--- config.mk ---
export PLATFORM = sky130hd
export DESIGN_NAME = gwlr_front
export DESIGN_NICKNAME = d
export VERILOG_FILES = /design/src/rtl/grayscale_window_lut_render_assert.svh /design/src/rtl/gwlr_pkg.sv /design/src/rtl/gwlr_front.sv
export SDC_FILE = /design/constraint.sdc
export NUM_CORES = 1
export LEC_CHECK = 0
export ABC_AREA = 1
export CORE_UTILIZATION = 55
export CTS_CLUSTER_SIZE = 24
export DETAILED_ROUTE_END_ITERATION = 10
export DONT_BUFFER_PORTS = 1
export GPL_TIMING_DRIVEN = 0
export PLACE_DENSITY_LB_ADDON = 0.2
export SLEW_MARGIN = 5
export SYNTH_ARGS = -nofsm -noshare
export SYNTH_HDL_FRONTEND = slang
export SYNTH_SLANG_ARGS = --single-unit
--- constraint.sdc ---
create_clock -name clock -period 5.62 [get_ports clock]
set_input_delay 0.562 -clock clock [delete_from_list [all_inputs] [get_ports clock]]
set_output_delay 0.562 -clock clock [all_outputs]
set_load 0.01 [all_outputs]
--- src/rtl/grayscale_window_lut_render_assert.svh ---
// Assertion macros shared by the grayscale window renderer.
// Used by the top level only; no other dependencies.
`ifndef GRAYSCALE_WINDOW_LUT_RENDER_ASSERT_SVH
`define GRAYSCALE_WINDOW_LUT_RENDER_ASSERT_SVH

// Checks that an implication holds on every edge outside reset.
`define GWLR_ASSERT_IMPL(label, clk, rst, lhs, rhs, msg) \
   label: assert property (@(posedge clk) disable iff (rst) (lhs) |-> (rhs)) \
      else $error(msg);

// Checks that a condition holds in the cycle after a trigger.
`define GWLR_ASSERT_NEXT(label, clk, rst, lhs, rhs, msg) \
   label: assert property (@(posedge clk) disable iff (rst) (lhs) |=> (rhs)) \
      else $error(msg);

`endif

--- src/rtl/gwlr_pkg.sv ---
// Shared types and constants of the grayscale window renderer.
// No dependencies.
package gwlr_pkg;
   localparam int SAMPLE_BITS_DEFAULT = 32;
   localparam int REG_BITS = 32;
   localparam int IDX_BITS = 8;
   localparam int LEVEL_BITS = 8;
   localparam int TABLE_DEPTH = 256;
   localparam int QUOT_BITS = 8;
   localparam int DIFF_BITS = REG_BITS + 2;

   localparam logic [2:0] CSR_WINDOW_LOW = 3'd0;
   localparam logic [2:0] CSR_WINDOW_HIGH = 3'd1;
   localparam logic [2:0] CSR_LAYER_ALPHA = 3'd2;
   localparam logic [2:0] CSR_NODATA_ENABLE = 3'd3;
   localparam logic [2:0] CSR_NODATA_VALUE = 3'd4;

   localparam logic OP_MAP = 1'b0;
   localparam logic OP_WRITE = 1'b1;

   // Entry of the queue between front and back.
   typedef struct packed {
      logic                  op;
      logic [IDX_BITS-1:0]   table_index;
      logic [LEVEL_BITS-1:0] table_value;
      logic                  last;
      logic [LEVEL_BITS-1:0] alpha;
      logic                  force_zero;
      logic                  force_top;
      logic [DIFF_BITS-1:0]  diff;
      logic [DIFF_BITS-1:0]  range;
   } item_type;
endpackage

--- src/rtl/gwlr_front.sv ---
// Front end: takes items, computes offset and range, classifies window cases.
// Depends on gwlr_pkg.
module gwlr_front #(
   parameter int SAMPLE_BITS = gwlr_pkg::SAMPLE_BITS_DEFAULT
) (
   input  logic                                  clock,
   input  logic                                  reset,
   input  logic                                  in_valid,
   output logic                                  in_ready,
   input  logic                                  op,
   input  logic [31:0]                           sample,
   input  logic [gwlr_pkg::IDX_BITS-1:0]         table_index,
   input  logic [gwlr_pkg::LEVEL_BITS-1:0]       table_value,
   input  logic                                  last_pixel,
   input  logic signed [gwlr_pkg::REG_BITS-1:0]  window_low,
   input  logic signed [gwlr_pkg::REG_BITS-1:0]  window_high,
   input  logic [gwlr_pkg::LEVEL_BITS-1:0]       layer_alpha,
   input  logic                                  nodata_enable,
   input  logic signed [gwlr_pkg::REG_BITS-1:0]  nodata_value,
   output logic                                  out_valid,
   input  logic                                  out_ready,
   output gwlr_pkg::item_type                    out_item
);
   localparam int DB = gwlr_pkg::DIFF_BITS;
   logic                   valid_ff, valid_in;
   gwlr_pkg::item_type     item_ff, item_in;
   logic signed [31:0]     v_ext;
   logic signed [DB-1:0]   d, r;

   assign v_ext = 32'(signed'(sample[SAMPLE_BITS-1:0]));
   assign d = DB'(v_ext) - DB'(window_low);
   assign r = DB'(window_high) - DB'(window_low);

   assign in_ready = !valid_ff || out_ready;

   always_comb begin
      item_in.op = op;
      item_in.table_index = table_index;
      item_in.table_value = table_value;
      item_in.last = last_pixel;
      item_in.alpha = (nodata_enable && v_ext == nodata_value) ? '0 : layer_alpha;
      item_in.force_zero = d <= 0;
      item_in.force_top = (r <= 0 || d >= r) && d > 0;
      item_in.diff = d;
      item_in.range = r;
      valid_in = valid_ff;
      if (in_ready) begin
         valid_in = in_valid;
      end
   end

   always_ff @(posedge clock) begin
      if (reset) begin
         valid_ff <= 1'b0;
      end else begin
         valid_ff <= valid_in;
      end
      if (in_ready && in_valid) begin
         item_ff <= item_in;
      end
   end

   assign out_valid = valid_ff;
   assign out_item = item_ff;
endmodule

==> reports/metrics.yaml <==
detail-route-antenna-nets: 0
nFillCells: 1644
rr_worst_depth: 4
synth_top_family_by_area: "simple AND/OR/NAND/NOR gates"
rows: 47
instances_no_fill: 1667
rsz0062_at_grt: "no"
start_util: 0.5692
yosysSeqAreaShare: 0.2980
whs_ns: 0.2859
post-cts-setup-buffers: 0
ctsResizeCount: 0
crit_path_end_kind: "register"
drc_errors: 0
hold_viol: 0
crit_arrival_ns: 4.16
cts_tree: "done"
detail_route.vias_per_cell: 5.536
fp.coreArea_um2: 16760
syn_area_um2: 9540
cp_max_fo: 5
htreeDepth: 3
grt_use_met3: 0.04642
grt.overflow.total: 0
clockBufferDepth: 2
numCtsBuffers: 9
hpwlAfterDp_mm: 26.47
grt_pass1_wl_mm: 45.85
ys_seq_elements: 95
n_antenna_cell: 0
synth_compound_area_frac: 0.07554
clock_sinks: 95
grt_use_met2: 0.5584
vdd_drop_max_uv: 220.9
synth_nets: 1685
yosysUniqueCellTypes: 39
final_util: 0.6088
synthAdderAreaFrac: 0.1301
finalWeightedCongestion: 0.9310
most-common-layout-cells: "nand2_1, inv_1, nor2_1"
fin_skew_ns: 0.008103
final_common_cell: "nand2_1"
r2r_slack_ns: 3.68
grtUsageTotal: 0.3392
fin_crit_sh: 0.7216
slew_headroom: 0.4742
max_freq_mhz: 246.6
dieArea_um2: 17880
wl_per_cell_um: 18.22
drt_iter0_drc: 962
cap_violations: 0
first_pass_iters: 9
crit_type: "in -> reg"
yosysWarningCount: 0
clk_pin_slew_ns: 0.07
numPortBuffers: 0
final_max_slew_viol_count: 0
setup_viol: 0
grt.busiest_layer: "met2"
worstMarginPinSlew_ns: 0.7857
antenna_found_initial: 0
rr_endpoint: "out_item[43]"
grt_pass1_vias: 8463
clk_latency_ns: 0.33
crit_path_end: "out_item[68]"
period_minus_slack_ns: 4.056
layout-drive-gt1-share: 0.05183
use_met1: 0.4605
worstSetupStartpointType: "input pin"
synth_xor_area_frac: 0.03370
crit_required_ns: 5.72
nets: 1699
syn_inst: 1428
powerDensity_nw_per_um2: 252.6
syn_avg_cell_area_um2: 6.681
vias: 9228
die_x_um: 133.7
synth-simple-area-share: 0.3336
power_leakage_uw: 0.005394
setup_tns_ns: 0
r2r-start: "out_valid"
run_status: "finished, final reports clean"
die_y_um: 133.7
fin_total_pwr_uw: 2578
hp-class: "in -> reg"
synthMuxAreaShare: 0
routed_wirelength_mm: 30.37
root_buffer: "clkbuf_16"
area_delta_synth_final_pct: 6.950
grt_max_degree: 32
worstSetupStartpoint: "window_high[0]"
place_inst: 1651
cts_hold_buf: 0
num_io_pins: 257
critical path: stages:
cell	delay, ns
inv_1	0.05
ha_1	0.14
inv_1	0.11
fa_1	0.52
nand3_1	0.13
nand3_1	0.20
nand2_1	0.12
nand2_1	0.14
xnor2_1	0.50
ha_1	0.35
a21o_1	0.19
nor2_1	0.11
nand3_1	0.12
nand2_1	0.08
nand2_1	0.05
nand2_1	0.06
nand2_1	0.05
nand2_1	0.06
nand3_1	0.07
nand2_1	0.06
nand2_1	0.05
nand2_1	0.08
nand2_1	0.06
nand2_1	0.07
nand3_1	0.09
nand2_1	0.09
inv_1	0.04
cell usage after synthesis, drive strengths merged:
cell	instances	area share
nor2	136	0.058
xnor2	8	0.0073
a31oi	1	0.00066
a221o	1	0.0010
buf	2	0.0016
o21ai	26	0.014
a211oi	2	0.0016
a21oi	70	0.038
nand4	27	0.018
nor4	6	0.0039
edfxtp	94	0.30
inv	324	0.13
o21a	4	0.0031
or2	1	0.00066
a21o	5	0.0039
fa	2	0.0042
nor3	19	0.011
a221oi	1	0.00092
nand2	467	0.19
xor2	27	0.026
nand3b	10	0.0079
o211ai	1	0.00079
o2111ai	1	0.00092
a2111oi	1	0.00092
nand3	77	0.042
o22ai	6	0.0039
and2	5	0.0033
a22o	2	0.0018
dfxtp	1	0.0021
o21bai	5	0.0039
ha	96	0.13
final cells by class:
type	count	area, µm²	share of cell area
Tap cell	220	275.3	0.02698
Clock inverter	4	55.05	0.005395
Inverter	324	1216	0.1192
Sequential cell	95	2843	0.2786
Buffer	2	15.01	0.001471
Multi-Input combinational cell	1007	5478	0.5369
Clock buffer	12	246.5	0.02416
Timing Repair Buffer	3	75.07	0.007357
registers in the layout, summed over array words and instances, names as in the netlist:
| name | flops |
|---|---|
| out_item | 94 |
| out_valid | 1 |
how the worst min path moves through the flow:
stage / start / endpoint / depth (start not counted)
after floorplan: out_valid / out_valid / 2
after global placement: out_valid / out_valid / 2
after global routing: reset / out_valid / 1
after CTS: reset / out_valid / 1
after detailed placement: reset / out_valid / 1
final: reset / out_valid / 1
power breakdown:
group,total [µW],switching [µW],internal (µW),leakage (µW)
logic,1010,692,322,0.00433
clock network,606,248,359,0.000143
registers,957,69.3,887,0.000918
total,2580,1010,1570,0.00539
metrics by stage:
step | instance area (µm²) | setup slack, ns
after floorplan | 9544 | 1.828
after global placement | 9819 | 1.052
after detailed placement | 9902 | 1.336
after CTS | 10200 | 1.618
after global routing | 10200 | 1.349
final | 10200 | 1.564
cell families (layout without fill, tap and decap cells):
kind of cell	count (synthesis)	after routing
simple gates	748	748
buf+inv	326	345
compound gates	126	126
fa+ha+maj	98	98
flops	95	95
xor+xnor	35	35
layer usage:
metal / share of wire / wire length (µm)
met5: 0 / 0
met2: 0.45 / 13800
met1: 0.43 / 13190
met4: 0.026 / 777
met3: 0.086 / 2599
(Power assumes the default switching activity.)
