===== src/rtl/grayscale_window_lut_render_assert.svh =====
// Assertion macros shared by the grayscale window renderer.
// Used by the top level only; no other dependencies.
`ifndef GRAYSCALE_WINDOW_LUT_RENDER_ASSERT_SVH
`define GRAYSCALE_WINDOW_LUT_RENDER_ASSERT_SVH

// Checks that an implication holds on every edge outside reset.
`define GWLR_ASSERT_IMPL(label, clk, rst, lhs, rhs, msg) \
   label: assert property (@(posedge clk) disable iff (rst) (lhs) |-> (rhs)) \
      else $error(msg);

// Checks that a condition holds in the cycle after a trigger.
`define GWLR_ASSERT_NEXT(label, clk, rst, lhs, rhs, msg) \
   label: assert property (@(posedge clk) disable iff (rst) (lhs) |=> (rhs)) \
      else $error(msg);

`endif


===== src/rtl/gwlr_pkg.sv =====
// Shared types and constants of the grayscale window renderer.
// No dependencies.
package gwlr_pkg;
   localparam int SAMPLE_BITS_DEFAULT = 32;
   localparam int REG_BITS = 32;
   localparam int IDX_BITS = 8;
   localparam int LEVEL_BITS = 8;
   localparam int TABLE_DEPTH = 256;
   localparam int QUOT_BITS = 8;
   localparam int DIFF_BITS = REG_BITS + 2;

   localparam logic [2:0] CSR_WINDOW_LOW = 3'd0;
   localparam logic [2:0] CSR_WINDOW_HIGH = 3'd1;
   localparam logic [2:0] CSR_LAYER_ALPHA = 3'd2;
   localparam logic [2:0] CSR_NODATA_ENABLE = 3'd3;
   localparam logic [2:0] CSR_NODATA_VALUE = 3'd4;

   localparam logic OP_MAP = 1'b0;
   localparam logic OP_WRITE = 1'b1;

   // Entry of the queue between front and back.
   typedef struct packed {
      logic                  op;
      logic [IDX_BITS-1:0]   table_index;
      logic [LEVEL_BITS-1:0] table_value;
      logic                  last;
      logic [LEVEL_BITS-1:0] alpha;
      logic                  force_zero;
      logic                  force_top;
      logic [DIFF_BITS-1:0]  diff;
      logic [DIFF_BITS-1:0]  range;
   } item_type;
endpackage


===== src/rtl/gwlr_back.sv =====
// Back end: pipelined restoring divider, gray table, and result queue.
// Depends on gwlr_pkg.
module gwlr_back (
   input  logic                            clock,
   input  logic                            reset,
   input  logic                            in_valid,
   output logic                            in_ready,
   input  gwlr_pkg::item_type              in_item,
   output logic                            empty,
   input  logic                            pop,
   output logic [gwlr_pkg::LEVEL_BITS-1:0] gray,
   output logic [gwlr_pkg::LEVEL_BITS-1:0] alpha_out,
   output logic                            last_out
);
   localparam int QB = gwlr_pkg::QUOT_BITS;
   localparam int DB = gwlr_pkg::DIFF_BITS;
   localparam int STAGES = QB;
   localparam int LB = gwlr_pkg::LEVEL_BITS;
   localparam int DEPTH = gwlr_pkg::TABLE_DEPTH;
   localparam int OQ = STAGES + 4;
   localparam int OQB = $clog2(OQ + 1);
   localparam int OPB = $clog2(OQ);

   // Per-stage divider state: remainder, quotient bits and the item.
   gwlr_pkg::item_type    st_item_ff [STAGES+1];
   logic                  st_valid_ff [STAGES+1];
   logic [DB-1:0]         st_rem_ff [STAGES+1];
   logic [QB-1:0]         st_q_ff [STAGES+1];

   // Result queue holds everything in flight, so a credit count gates entry.
   logic [OQB-1:0]        credit_ff, credit_in;
   logic [LB-1:0]         table_mem [DEPTH];
   logic [DEPTH-1:0]      written_ff;
   logic [LB-1:0]         rd_ff;
   logic [gwlr_pkg::IDX_BITS-1:0] rd_idx_ff;
   logic                  rd_wr_ff;
   logic                  rd_valid_ff;
   logic [LB-1:0]         rd_alpha_ff;
   logic                  rd_last_ff;
   logic [QB-1:0]         qf;
   logic [gwlr_pkg::IDX_BITS-1:0] idx;
   gwlr_pkg::item_type    tail;

   typedef struct packed {
      logic [LB-1:0] gray;
      logic [LB-1:0] alpha;
      logic          last;
   } res_type;
   res_type               oq_ff [OQ];
   logic [OPB-1:0]        ow_ff, or_ff;
   logic [OQB-1:0]        ocount_ff;
   logic                  opush, opop, take, deliver;

   assign in_ready = credit_ff != '0;
   assign take = in_valid && in_ready;

   always_ff @(posedge clock) begin
      if (reset) begin
         for (int s = 0; s <= STAGES; s++) begin
            st_valid_ff[s] <= 1'b0;
         end
      end else begin
         st_valid_ff[0] <= take;
         for (int s = 1; s <= STAGES; s++) begin
            st_valid_ff[s] <= st_valid_ff[s-1];
         end
      end
      st_item_ff[0] <= in_item;
      st_rem_ff[0] <= in_item.diff;
      st_q_ff[0] <= '0;
      for (int s = 1; s <= STAGES; s++) begin
         // One quotient bit of diff*256/range per stage, most significant first:
         // the remainder doubles and the range comes off where it fits.
         logic [DB-1:0] trial;
         trial = {st_rem_ff[s-1][DB-2:0], 1'b0};
         st_item_ff[s] <= st_item_ff[s-1];
         if (trial >= st_item_ff[s-1].range) begin
            st_rem_ff[s] <= trial - st_item_ff[s-1].range;
            st_q_ff[s] <= st_q_ff[s-1] | QB'(1 << (QB - s));
         end else begin
            st_rem_ff[s] <= trial;
            st_q_ff[s] <= st_q_ff[s-1];
         end
      end
   end

   // The clamped window cases override the quotient.
   assign tail = st_item_ff[STAGES];
   assign qf = st_q_ff[STAGES];
   always_comb begin
      if (tail.force_zero) begin
         idx = '0;
      end else if (tail.force_top) begin
         idx = '1;
      end else begin
         idx = qf;
      end
   end

   always_ff @(posedge clock) begin
      if (reset) begin
         written_ff <= '0;
         rd_valid_ff <= 1'b0;
      end else begin
         rd_valid_ff <= st_valid_ff[STAGES] && tail.op == gwlr_pkg::OP_MAP;
         if (st_valid_ff[STAGES] && tail.op == gwlr_pkg::OP_WRITE) begin
            written_ff[tail.table_index] <= 1'b1;
         end
      end
      if (st_valid_ff[STAGES] && tail.op == gwlr_pkg::OP_WRITE) begin
         table_mem[tail.table_index] <= tail.table_value;
      end
      rd_ff <= table_mem[idx];
      rd_idx_ff <= idx;
      rd_wr_ff <= written_ff[idx];
      rd_alpha_ff <= tail.alpha;
      rd_last_ff <= tail.last;
   end

   assign opush = rd_valid_ff;
   assign opop = ocount_ff != '0 && pop;
   assign deliver = st_valid_ff[STAGES] && tail.op == gwlr_pkg::OP_WRITE;

   always_comb begin
      credit_in = credit_ff - OQB'(take) + OQB'(opop) + OQB'(deliver);
   end

   always_ff @(posedge clock) begin
      if (reset) begin
         credit_ff <= OQB'(OQ);
         ow_ff <= '0;
         or_ff <= '0;
         ocount_ff <= '0;
      end else begin
         credit_ff <= credit_in;
         ocount_ff <= ocount_ff + OQB'(opush) - OQB'(opop);
         if (opush) begin
            ow_ff <= (ow_ff == OPB'(OQ - 1)) ? '0 : ow_ff + OPB'(1);
         end
         if (opop) begin
            or_ff <= (or_ff == OPB'(OQ - 1)) ? '0 : or_ff + OPB'(1);
         end
      end
      if (opush) begin
         oq_ff[ow_ff].gray <= rd_wr_ff ? rd_ff : rd_idx_ff;
         oq_ff[ow_ff].alpha <= rd_alpha_ff;
         oq_ff[ow_ff].last <= rd_last_ff;
      end
   end

   assign empty = ocount_ff == '0;
   assign gray = oq_ff[or_ff].gray;
   assign alpha_out = oq_ff[or_ff].alpha;
   assign last_out = oq_ff[or_ff].last;
endmodule


===== config.mk =====
export PLATFORM = sky130hd
export DESIGN_NAME = gwlr_back
export DESIGN_NICKNAME = d
export VERILOG_FILES = /design/src/rtl/grayscale_window_lut_render_assert.svh /design/src/rtl/gwlr_pkg.sv /design/src/rtl/gwlr_back.sv
export SDC_FILE = /design/constraint.sdc
export NUM_CORES = 2
export LEC_CHECK = 0
export BUFFER_PORTS_ARGS = -buffer_cell sky130_fd_sc_hd__buf_4
export CORE_UTILIZATION = 40
export DETAILED_ROUTE_END_ITERATION = 16
export PLACE_DENSITY = 0.54
export SYNTH_ARGS = -nofsm -noshare
export SYNTH_HDL_FRONTEND = slang
export SYNTH_SLANG_ARGS = --single-unit
export TNS_END_PERCENT = 5

===== constraint.sdc =====
create_clock -name clock -period 5.35 [get_ports clock]
set_input_delay 0.535 -clock clock [delete_from_list [all_inputs] [get_ports clock]]
set_output_delay 0.535 -clock clock [all_outputs]
set_load 0.05 [all_outputs]

==> impl_results.md <==
- Outcome: complete, no violations
- Clk Latency, worst-skew pair: 970 ps
- Crit-path cells: or2_4 -> clkinv_2 -> a311oi_1 -> a31oi_1 -> o211ai_1 -> nand4_1 -> nor3_1
- Synth warn: 0
- Ports: 119
- H-tree levels: 5
- Area growth syn-to-layout: 14.3%
- RSZ-0062 raised after global routing: false
- DPL Wire Length: 204,000 um
- CTS tree: yes
- Crit path largest cell delay: 880 ps
- Worst path required time: ~6200 ps
- Reg2Reg Setup Slack: 990 ps
- Crit-path max FO: 38
- Nets: 11,000
- Total CTS buffers: 365
- Die Ht: ~580 um
- Syn Area/Cell: approximately 13 sq um
- Synth Area in Simple Gates: 0.118
- Post-CTS setup buffer count: 0
- Min Tclk post-route: 4360 ps
- Largest net degree at the start of global routing: 187
- Post-synthesis instance area: about 0.13 sq mm
- WP data arrival: about 5200 ps
- Post-synthesis sequential area ratio: 0.684
- CP Class: register to register
- Synth Register Bits: 3,388
- Die width: 577 um
- Hold/Removal Path Class: input pin to register
- Worst-Margin Slew: 1260 ps
- Largest family of logic cells by synthesized area: simple AND/OR/NAND/NOR gates
- GRT overflow: 0
- Clock Tree Buf Depth: 4
- Skew final: about 90 ps
- Hold Path Stages: 2
- Post-synth top area share: 0.512
- Peak supply drop: 0.308 mV
- WL/cell: 22.6 um
- Fin util: 0.461
- Largest area contributor in the netlist: edfxtp_1
- Synth top area cells: edfxtp_1 51%, dfxtp_1 17%, nand2_1 4.0%
- Buffers on Ports: roughly 120
- Adder-cell share of the synthesized area: 0.0285
- Sink Count: 3,388
- Top FF cell, synth: edfxtp_1
- Post-cts resize count: 0
- Cells after Synth: ~10,000
- Crit path max-delay cell type: clkinv_2
- Antenna violation net count after detailed routing: 0
- CP Launch Type: register
- Setup crit end kind: register
- CTS Hold Bufs: 96
- Leakage power: about 54 nW
- Initial core utilization: 0.403
- Clock slew at reported path FFs: 60 ps
- Placement Rows: 210
- Initial antenna violation count: 8
- Fin crit share: 0.815
- Final Max Tran Viols: 0
- Mapped Nets: 10,900
- Vias in the first global route: 83,200
- Asr flop ratio synth: 0
- Final setup fails: 0
- Xor/xnor share of the synthesized area: 0.0129
- GR Util All Layers: 0.203
- Relative slew slack: 0.160
- Pwr/cell area: 471 mW/mm^2
- Core Region: 0.328 sq mm
- Layout cells sized above 1: 0.106
- Post-DR vias/cell: ~5.5
- DR pass1 iterations: 6
- Clock Tree Root: clkbuf_16
- Endpoints failing hold: 0
- First-pass GRT wire length: 518,000 um
- Placer Congestion: 0.897
- Synth Area in Compound Gates: 0.101
- Yosys cell types: 102
- Initial DRC Count: 7,756
- Max_cap viols: 0
- Reg2Reg Depth: 7
- Die Area: ~0.33 sq mm
- Mux contribution to synthesized area: 0.0261
- Fin Setup TNS: 0 ps
- Vias: roughly 84,000
- Wirelength, routed: 346,000 um
- Cells after DPL: between 10,000 and 15,000
- # DRC: 0
- Post-route insts no fill: 15,300
- EDFF count, synth: 2,252
- Max Fclk: 0.229 GHz
-- state kept, by name, summed over array words and instances (netlist names), named ones only --
name and cells:
table_mem 2048, st_rem_ff 264, st_item_ff 524, credit_ff 4
rd_last_ff 1, ow_ff 4, opush 1, oq_ff 204
rd_wr_ff 1, ocount_ff 4, written_ff 256, rd_alpha_ff 8
rd_ff 8, st_q_ff 36, rd_idx_ff 8, st_valid_ff 9
or_ff 4
-- cell type report --
class,instances,area [sq um]
Fill cell,29000,177000
Sequential cell,3388,90400
Multi-Input combinational cell,6137,37900
Clock buffer,516,10500
Tap cell,4346,5440
Timing Repair Buffer,390,3720
Clock inverter,168,1760
Inverter,348,1330
Antenna cell,3,7.51
-- per-stage QoR --
step / area, sq um / setup slack, ps / hold slack [ps] / power (mW)
finish: 151000 / 991 / 70.8 / 71.1
global route: 151000 / 852 / 61.8 / 74.3
floorplan: 132000 / 1120 / 310 / 41.6
global placement: 138000 / 1140 / 310 / 45.7
CTS: 151000 / 1070 / 4.81 / 71.7
detailed placement: 138000 / 1130 / 312 / 45.9
-- cell usage after synthesis (29+ instances only) --
library cell and n:
edfxtp_1 2252, nand2_1 1393, dfxtp_1 1136, nor2_1 920
nand3_1 892, o221ai_1 507, a21oi_1 367, inv_1 344
clkbuf_1 340, ha_1 285, o21ai_0 226, buf_2 181
a31oi_1 149, a21o_1 124, and3_1 110, xnor2_1 103
xor2_1 92, a311oi_1 85, mux4_2 78, buf_1 73
mux2_2 65, nor2b_1 60, a311o_1 53, nor3_1 52
mux2i_1 48, nand4_1 44, nand2b_1 34, o21ba_2 31
a22oi_1 29
-- worst max-delay path, delay by kind of cell (launching register included) --
| family | cells | cell delay (ps) |
|---|---|---|
| AO/OA/AOI/OAI | 3 | 1390 |
| AND/OR/NAND/NOR | 3 | 1370 |
| flip-flops | 1 | 630 |
| buffers and inverters | 1 | 880 |
-- report_power, final --
group | internal, mW | switching, mW | leakage (nW) | total [mW]
clock network | 15.2 | 10.4 | 6.06 | 25.6
logic | 5.97 | 9.36 | 18.2 | 15.3
registers | 29.3 | 0.910 | 29.7 | 30.2
-- cell usage in the layout (no fill, tap or decap), types with 26 or more instances in the layout --
cell type	synthesis	routed
mux4_2	78	78
dlygate4sd3_1	0	96
a311oi_1	85	85
a31oi_1	149	149
and3_1	110	110
nand3_1	892	888
o221ai_1	507	507
a22oi_1	29	29
a32oi_1	27	27
clkinv_1	0	29
nor2b_1	60	60
buf_4	14	248
bufinv_16	0	30
clkbuf_8	0	54
and2_1	28	28
xor2_1	92	92
clkbuf_1	340	81
a21o_1	124	124
nor2_1	920	919
clkinv_2	0	75
mux2i_1	48	48
buf_12	3	44
mux2_2	65	65
nor3_1	52	50
o21ba_2	31	31
dfxtp_1	1136	1126
o21ai_0	226	226
clkbuf_16	0	377
nand4_1	44	44
a311o_1	53	53
nand2b_1	34	34
o211ai_1	26	26
a21oi_1	367	367
inv_1	344	342
edfxtp_1	2252	2252
ha_1	285	285
xnor2_1	103	103
nand2_1	1393	1387
-- worst paths after layout --
path	from	to
worst max-delay path	st_item_ff[0][837]	rd_ff[3]
worst min-delay path	reset	written_ff[133]
worst min register to register	st_item_ff[0][364]	st_item_ff[0][460]
worst max register to register	st_item_ff[0][837]	rd_ff[3]
-- layer usage --
metal	global-route usage	wire (um)
met1	0.276	151000
met4	0.0755	13500
met3	0.0285	20100
met5	0	13
met2	0.329	161000
-- cells by family (layout without fill, tap and decap cells) --
kind of cell | Yosys count | count (layout)
AOI/OAI and AO/OA | 1828 | 1828
xor gates and xnor gates | 195 | 195
adders and majority gates | 295 | 295
buffers and inverters | 968 | 1422
DFF | 3388 | 3388
muxes | 226 | 226
other | 0 | 3
and+or+nand+nor | 3593 | 3593
Power figures use the tool's default switching activity.
