==> src/rtl/grayscale_window_lut_render_assert.svh <==
// Assertion macros shared by the grayscale window renderer.
// Used by the top level only; no other dependencies.
`ifndef GRAYSCALE_WINDOW_LUT_RENDER_ASSERT_SVH
`define GRAYSCALE_WINDOW_LUT_RENDER_ASSERT_SVH

// Checks that an implication holds on every edge outside reset.
`define GWLR_ASSERT_IMPL(label, clk, rst, lhs, rhs, msg) \
   label: assert property (@(posedge clk) disable iff (rst) (lhs) |-> (rhs)) \
      else $error(msg);

// Checks that a condition holds in the cycle after a trigger.
`define GWLR_ASSERT_NEXT(label, clk, rst, lhs, rhs, msg) \
   label: assert property (@(posedge clk) disable iff (rst) (lhs) |=> (rhs)) \
      else $error(msg);

`endif

==> src/rtl/gwlr_pkg.sv <==
// Shared types and constants of the grayscale window renderer.
// No dependencies.
package gwlr_pkg;
   localparam int SAMPLE_BITS_DEFAULT = 32;
   localparam int REG_BITS = 32;
   localparam int IDX_BITS = 8;
   localparam int LEVEL_BITS = 8;
   localparam int TABLE_DEPTH = 256;
   localparam int QUOT_BITS = 8;
   localparam int DIFF_BITS = REG_BITS + 2;

   localparam logic [2:0] CSR_WINDOW_LOW = 3'd0;
   localparam logic [2:0] CSR_WINDOW_HIGH = 3'd1;
   localparam logic [2:0] CSR_LAYER_ALPHA = 3'd2;
   localparam logic [2:0] CSR_NODATA_ENABLE = 3'd3;
   localparam logic [2:0] CSR_NODATA_VALUE = 3'd4;

   localparam logic OP_MAP = 1'b0;
   localparam logic OP_WRITE = 1'b1;

   // Entry of the queue between front and back.
   typedef struct packed {
      logic                  op;
      logic [IDX_BITS-1:0]   table_index;
      logic [LEVEL_BITS-1:0] table_value;
      logic                  last;
      logic [LEVEL_BITS-1:0] alpha;
      logic                  force_zero;
      logic                  force_top;
      logic [DIFF_BITS-1:0]  diff;
      logic [DIFF_BITS-1:0]  range;
   } item_type;
endpackage

==> src/rtl/gwlr_queue.sv <==
// Two-entry queue decoupling the front end from the back end.
// Depends on gwlr_pkg.
module gwlr_queue (
   input  logic               clock,
   input  logic               reset,
   input  logic               in_valid,
   output logic               in_ready,
   input  gwlr_pkg::item_type in_item,
   output logic               out_valid,
   input  logic               out_ready,
   output gwlr_pkg::item_type out_item
);
   gwlr_pkg::item_type mem_ff [2];
   logic       wptr_ff, wptr_in, rptr_ff, rptr_in;
   logic [1:0] count_ff, count_in;
   logic       push, pop;

   assign in_ready = count_ff != 2'd2;
   assign out_valid = count_ff != 2'd0;
   assign out_item = mem_ff[rptr_ff];
   assign push = in_valid && in_ready;
   assign pop = out_valid && out_ready;

   always_comb begin
      wptr_in = wptr_ff ^ push;
      rptr_in = rptr_ff ^ pop;
      count_in = count_ff + 2'(push) - 2'(pop);
   end

   always_ff @(posedge clock) begin
      if (reset) begin
         wptr_ff <= 1'b0;
         rptr_ff <= 1'b0;
         count_ff <= 2'd0;
      end else begin
         wptr_ff <= wptr_in;
         rptr_ff <= rptr_in;
         count_ff <= count_in;
      end
      if (push) begin
         mem_ff[wptr_ff] <= in_item;
      end
   end
endmodule

==> config.mk <==
export PLATFORM = sky130hd
export DESIGN_NAME = gwlr_queue
export DESIGN_NICKNAME = d
export VERILOG_FILES = /design/src/rtl/grayscale_window_lut_render_assert.svh /design/src/rtl/gwlr_pkg.sv /design/src/rtl/gwlr_queue.sv
export SDC_FILE = /design/constraint.sdc
export NUM_CORES = 1
export LEC_CHECK = 0
export BUFFER_PORTS_ARGS = -buffer_cell sky130_fd_sc_hd__buf_2
export CAP_MARGIN = 10
export CORE_MARGIN = 5
export CORE_UTILIZATION = 30
export CTS_BUF_LIST = sky130_fd_sc_hd__clkbuf_4 sky130_fd_sc_hd__clkbuf_8 sky130_fd_sc_hd__clkbuf_16
export DETAILED_ROUTE_END_ITERATION = 8
export PLACE_DENSITY = 0.58
export SYNTH_ARGS = -nofsm -noshare
export SYNTH_HDL_FRONTEND = slang
export SYNTH_SLANG_ARGS = --single-unit
==> constraint.sdc <==
create_clock -name clock -period 3.98 [get_ports clock]
set_input_delay 0.597 -clock clock [delete_from_list [all_inputs] [get_ports clock]]
set_output_delay 0.597 -clock clock [all_outputs]
set_load 0.05 [all_outputs]
==> results of run 1 <==
==> path summary, 6_finish.rpt <==
| path | startpoint | endpoint | slack [ns] | cells past startpoint |
|---|---|---|---|---|
| setup / recovery | rptr_ff | out_item[0] | 1.15 | 3 |
| hold / removal | in_item[11] | mem_ff[0][11] | 0.36 | 1 |
| setup reg to reg | count_ff[0] | mem_ff[0][85] | 1.81 | 4 |
| hold reg to reg | wptr_ff | wptr_ff | 0.60 | 3 |
==> per-layer routing <==
metal | vias up | GRT usage [%] | share of wire, %
met5 | - | 0 | 0
met4 | 0 | 2.91 | 1.2
met3 | 11 | 4.05 | 6.3
met2 | 122 | 18.4 | 52
met1 | 1833 | 11.5 | 41
li1 | 1705 | - | -
==> worst max-delay path: cells and delay by family (launching register included) <==
kind | cells | cell delay (ns)
muxes | 1 | 0.39
DFF | 1 | 0.76
buffers and inverters | 2 | 0.57
==> kinds of logic (layout without fill, tap and decap cells) <==
group           count (synthesis)  after routing  share of synthesized area (%)
flops                         196            196                           80.3
mux                            97             97                           16.6
simple gates                   13             13                          0.946
buf+inv                        12            232                           1.24
compound gates                  5              5                          0.499
fa+ha+maj                       2              2                          0.344
xor+xnor                        1              1                          0.120
==> cells in the final DEF (no fill, tap or decap) <==
master	n
nor2_1	5
inv_6	3
dfxtp_1	3
bufinv_16	1
and3_4	1
dfxtp_4	1
clkinv_1	1
mux2_2	66
inv_1	1
a21bo_1	1
clkinvlp_4	4
clkinv_2	3
mux2_4	30
nor2b_1	2
or2_2	1
and2_1	1
mux2_1	1
xor2_1	1
o21ai_0	2
clkinv_4	1
nand3_1	1
a211oi_1	1
and2b_1	1
edfxtp_1	192
nand2b_1	1
clkbuf_16	17
buf_12	3
buf_2	197
clkinv_8	1
ha_4	1
ha_1	1
a32oi_1	1
==> registers in the layout (all words and copies together), names as in the netlist <==
| name | flops |
|---|---|
| count_ff | 2 |
| mem_ff | 192 |
| wptr_ff | 1 |
| rptr_ff | 1 |
==> per-stage QoR <==
stage	cell area, um^2	instances	total power, mW	setup WS [ns]	hold slack (ns)
finish	9220	870	6.25	1.15	0.362
global route	9220	870	6.53	1.01	0.331
CTS	9220	870	6.36	1.06	0.329
detailed placement	8670	839	4.71	1.53	0.598
global placement	8670	839	4.68	1.61	0.579
floorplan	7280	326	4.30	0.162	0.524
==> layout make-up <==
class,count,area share [%]
clock buffers,17,4.61
clock inverters,14,1.41
inverters,1,0.0407
multi-input cells,118,14.8
flip-flops and latches,196,63.4
well taps,324,4.40
repair buffers,200,11.3
==> power by group through the flow <==
stage / Clock [mW] / Sequential [mW] / Combinational (mW)
after floorplan: 0 / 2.66 / 1.64
after global placement: 0 / 2.70 / 1.97
after detailed placement: 0 / 2.72 / 1.99
after CTS: 1.69 / 2.68 / 2.00
after global routing: 1.77 / 2.69 / 2.06
final: 1.62 / 2.67 / 1.96
==> flow_summary.json, run 1 <==
{
  "status": "complete, no violations",
  "fin_setup_tns_ns": 0,
  "die_h_um": 166,
  "period_share_pct": 71.1,
  "clk_pin_slew_ns": 0.07,
  "timing.final.crit_period_ns": 2.83,
  "cts_resized": 0,
  "path_max_fanout": 52,
  "dr.first_iter.drc_count": 134,
  "synth_seq_cells": 196,
  "wl_per_cell_um": 16.4,
  "num_vias": 3671,
  "synth_area_mm2": 0.00728,
  "multiInputGateArea_mm2": 0.00136,
  "start_util_pct": 30.2,
  "power.internal_mw": 4.00,
  "fillCellCount": 2278,
  "first_global_vias": 4134,
  "antenna_cells": 0,
  "yosys-top-cells-count": "edfxtp_1 (192), mux2_2 (66), mux2_4 (30), buf_2 (6)",
  "dp_hpwl_mm": 9.65,
  "seqCellArea_mm2": 0.00585,
  "crit_chain": "buf_12, mux2_2, buf_2",
  "worstSetupPathType": "reg2out",
  "required_ns": 3.38,
  "tightest_slew_ns": 0.725,
  "post-synth-top-count-cell": "edfxtp_1",
  "portBuffers": 197,
  "cts_made_buffers": 17,
  "grt_pass1_wl_mm": 22.3,
  "setup.worst_path.end_class": "output port",
  "finalHoldViolCount": 0,
  "critPathSlowestCell": "dfxtp_4",
  "ant_nets": 0,
  "yosys.area.top_type": "edfxtp_1",
  "cts_root_buf": "clkbuf_16",
  "switching_power_mw": 2.25,
  "p_leak_nw": 3.42,
  "antenna_found_initial": 0,
  "grt_max_degree": 97,
  "tritoncts": "built",
  "drv_slew": 0,
  "synth_edf_count": 192,
  "coreArea_mm2": 0.0241,
  "clkPwrFrac_pct": 26.0,
  "finClkSkew_ns": 0.0106,
  "min_path_type": "in2reg",
  "comb_power_share_pct": 31.4,
  "max_freq_ghz": 0.353,
  "clk_path_buf_depth": 2,
  "setup_violations": 0,
  "p_sw_share_pct": 35.9,
  "clk_latency_ns": 0.42,
  "std_cell_rows": 57,
  "drive_gt1_share_pct": 60.4,
  "routabilityCongestion": 0.681,
  "synth_top_area_share_pct": 79.2,
  "yosys_most_used_dff": "edfxtp_1",
  "cts.htree.levels": 4,
  "grt_usage_pct": 10.3,
  "seq_area_frac_synth_pct": 80.3,
  "ctsHoldBuffers": 0,
  "final_util_pct": 38.3,
  "syn_nets": 428,
  "powerDensity_mw_per_mm2": 678,
  "io_pins": 198,
  "rsz0062_at_grt": "no",
  "async_reset_ff_share_pct": 0,
  "cap_violations": 0,
  "synth_area_per_cell_um2": 22.3,
  "cts_setup_buffers": 0,
  "nNetsFinal": 636,
  "grt-ovfl-total": 0,
  "synthDistinctLibCells": 22,
  "yosysWarnings": 0,
  "cpPeakStageDelay_ns": 0.76,
  "worst_setup_path_start_kind": "flop",
  "die_w_um": 166,
  "seqPwrFrac_pct": 42.7,
  "drc": 0,
  "drt_first_pass_iters": 4,
  "vias_per_cell": 4.22,
  "peakVddDrop_uv": 240,
  "slew_headroom_pct": 51.7,
  "cts_num_sinks": 196,
  "die_area_mm2": 0.0275,
  "synth.top_cells.by_area": "edfxtp_1 (79%), mux2_2 (10%), mux2_4 (6.2%)",
  "syn_to_final_growth_pct": 26.7,
  "wirelength_mm": 14.3,
  "cp.arrival_ns": 2.23,
  "netlist_instances": 326
}
Note: power is estimated with default switching activity, not from simulation.
==> inputs of run 2 (changes only) <==
--- a/config.mk
+++ b/config.mk
@@ -11,7 +11,7 @@
 export CORE_UTILIZATION = 30
 export CTS_BUF_LIST = sky130_fd_sc_hd__clkbuf_4 sky130_fd_sc_hd__clkbuf_8 sky130_fd_sc_hd__clkbuf_16
 export DETAILED_ROUTE_END_ITERATION = 8
-export PLACE_DENSITY = 0.58
+export PLACE_DENSITY = 0.59
 export SYNTH_ARGS = -nofsm -noshare
 export SYNTH_HDL_FRONTEND = slang
 export SYNTH_SLANG_ARGS = --single-unit
==> constraint.sdc (replaced) <==
create_clock -name clock -period 2.5 [get_ports clock]
set_input_delay 0.375 -clock clock [delete_from_list [all_inputs] [get_ports clock]]
set_output_delay 0.375 -clock clock [all_outputs]
set_load 0.05 [all_outputs]
==> flow_summary.json, run 2 (synthesis gave the netlist of run 1 again) <==
{
  "ant_nets": 0,
  "status": "complete, no violations",
  "cp.arrival_ns": 1.87,
  "tritoncts": "built",
  "rsz0062_at_grt": "no",
  "cts_setup_buffers": 0,
  "use_met2_pct": 17.5,
  "drive_gt1_share_pct": 60.9,
  "drv_slew": 0,
  "drt_first_pass_iters": 4,
  "dp_hpwl_mm": 10.1,
  "timing.final.crit_period_ns": 2.24,
  "start_util_pct": 30.2,
  "slew_headroom_pct": 78.2,
  "cts_root_buf": "clkbuf_16",
  "wl_per_cell_um": 16.4,
  "antenna_cells": 0,
  "finalHoldViolCount": 0,
  "cts_made_buffers": 17,
  "tightest_slew_ns": 0.326,
  "final_util_pct": 38.6,
  "worstSetupPathType": "reg2out",
  "grt_max_degree": 46,
  "syn_to_final_growth_pct": 27.8,
  "clk_path_buf_depth": 2,
  "std_cell_rows": 57,
  "min_path_type": "in2reg",
  "holdPathStages": 1,
  "peakVddDrop_uv": 451,
  "rr_worst_depth": 4,
  "clk_pin_slew_ns": 0.08,
  "p_leak_nw": 3.47,
  "setup_violations": 0,
  "worst_setup_path_start_kind": "flop",
  "clk_latency_ns": 0.43,
  "cts.htree.levels": 4,
  "drc": 0,
  "antenna_found_initial": 0,
  "grt_pass1_wl_mm": 22.4,
  "setup.worst_path.end_class": "output port",
  "vias_per_cell": 4.19,
  "path_max_fanout": 44,
  "cap_violations": 0,
  "nNetsFinal": 639,
  "critPathSlowestCell": "dfxtp_4",
  "final_cell_mix": "buf_2 (197), edfxtp_1 (192), mux2_2 (66), mux2_4 (30), clkbuf_16 (17)",
  "die_area_mm2": 0.0275,
  "wirelength_mm": 14.3,
  "largest_register_ffs": 192,
  "cpPeakStageDelay_ns": 0.48,
  "largestRegisters": "mem_ff (192), count_ff (2)",
  "routabilityCongestion": 0.700,
  "period_share_pct": 89.7,
  "max_freq_ghz": 0.446,
  "portBuffers": 197,
  "die_h_um": 166,
  "first_global_vias": 4093,
  "ctsHoldBuffers": 0,
  "use_met3_pct": 4.05,
  "coreArea_mm2": 0.0241,
  "cts_num_sinks": 196,
  "die_w_um": 166,
  "finClkSkew_ns": 0.0164,
  "regMostFlops": "mem_ff",
  "crit_chain": "buf_12, mux2_2, buf_2",
  "cts_resized": 0,
  "grt-busiest-layer": "met2",
  "grt_usage_pct": 10.3,
  "dr.first_iter.drc_count": 196,
  "final_common_cell": "buf_2",
  "fin_setup_tns_ns": 0,
  "powerDensity_mw_per_mm2": 1080,
  "io_pins": 198,
  "num_vias": 3665,
  "grt-ovfl-total": 0,
  "required_ns": 2.12,
  "use_met1_pct": 12.5
}
## run 2: cell count changes in the layout (fill, tap and decap cells not counted), sizes merged
cell | previous run | this run
buf | 200 | 203
bufinv | 1 | 0
clkbuf | 17 | 19
clkinv | 6 | 5
clkinvlp | 4 | 0
inv | 4 | 9
## run 2: routing by layer
layer / routed length, um / up-vias
met5: 0 / -
met2: 7360 / 128
met4: 89 / 0
met1: 5990 / 1823
met3: 865 / 8
li1: - / 1706
## run 2: final cells by class
cell class                 count  area (um^2)
multi-input combinational    118         1360
tap                          324          405
timing repair buffer         203         1110
fill                        2257        14800
inverter                       1         3.75
clock inverter                13          134
clock buffer                  19          447
sequential                   196         5850
## run 2: where the power goes
group / internal (mW) / switching (mW)
Sequential: 4.06 / 0.124
Clock: 1.37 / 1.27
Combinational: 0.968 / 2.27
## run 2: path summary, 6_finish.rpt
kind                   end  slack [ns]   startpoint
min reg2reg        wptr_ff        0.61      wptr_ff
max reg2reg  mem_ff[0][61]        0.77  count_ff[0]
min          mem_ff[1][80]        0.13  in_item[80]
max            out_item[1]        0.26      rptr_ff
## run 2: worst max-delay path: cells and delay by family, from the launching register on
kind | cells | cell delay [ns]
muxes | 1 | 0.39
buffers and inverters | 2 | 0.51
DFF | 1 | 0.48
## run 2: through the flow
step	setup slack (ns)	power [mW]	cells	cell area, um^2	hold slack (ns)
6_report	0.257	10.1	874	9310	0.128
2_1_floorplan	0.219	6.82	326	7300	0.442
3_3_place_gp	0.730	7.49	842	8730	0.563
5_1_grt	0.165	10.5	874	9310	0.103
3_5_place_dp	0.699	7.55	842	8730	0.568
4_1_cts	0.215	10.2	874	9310	0.103
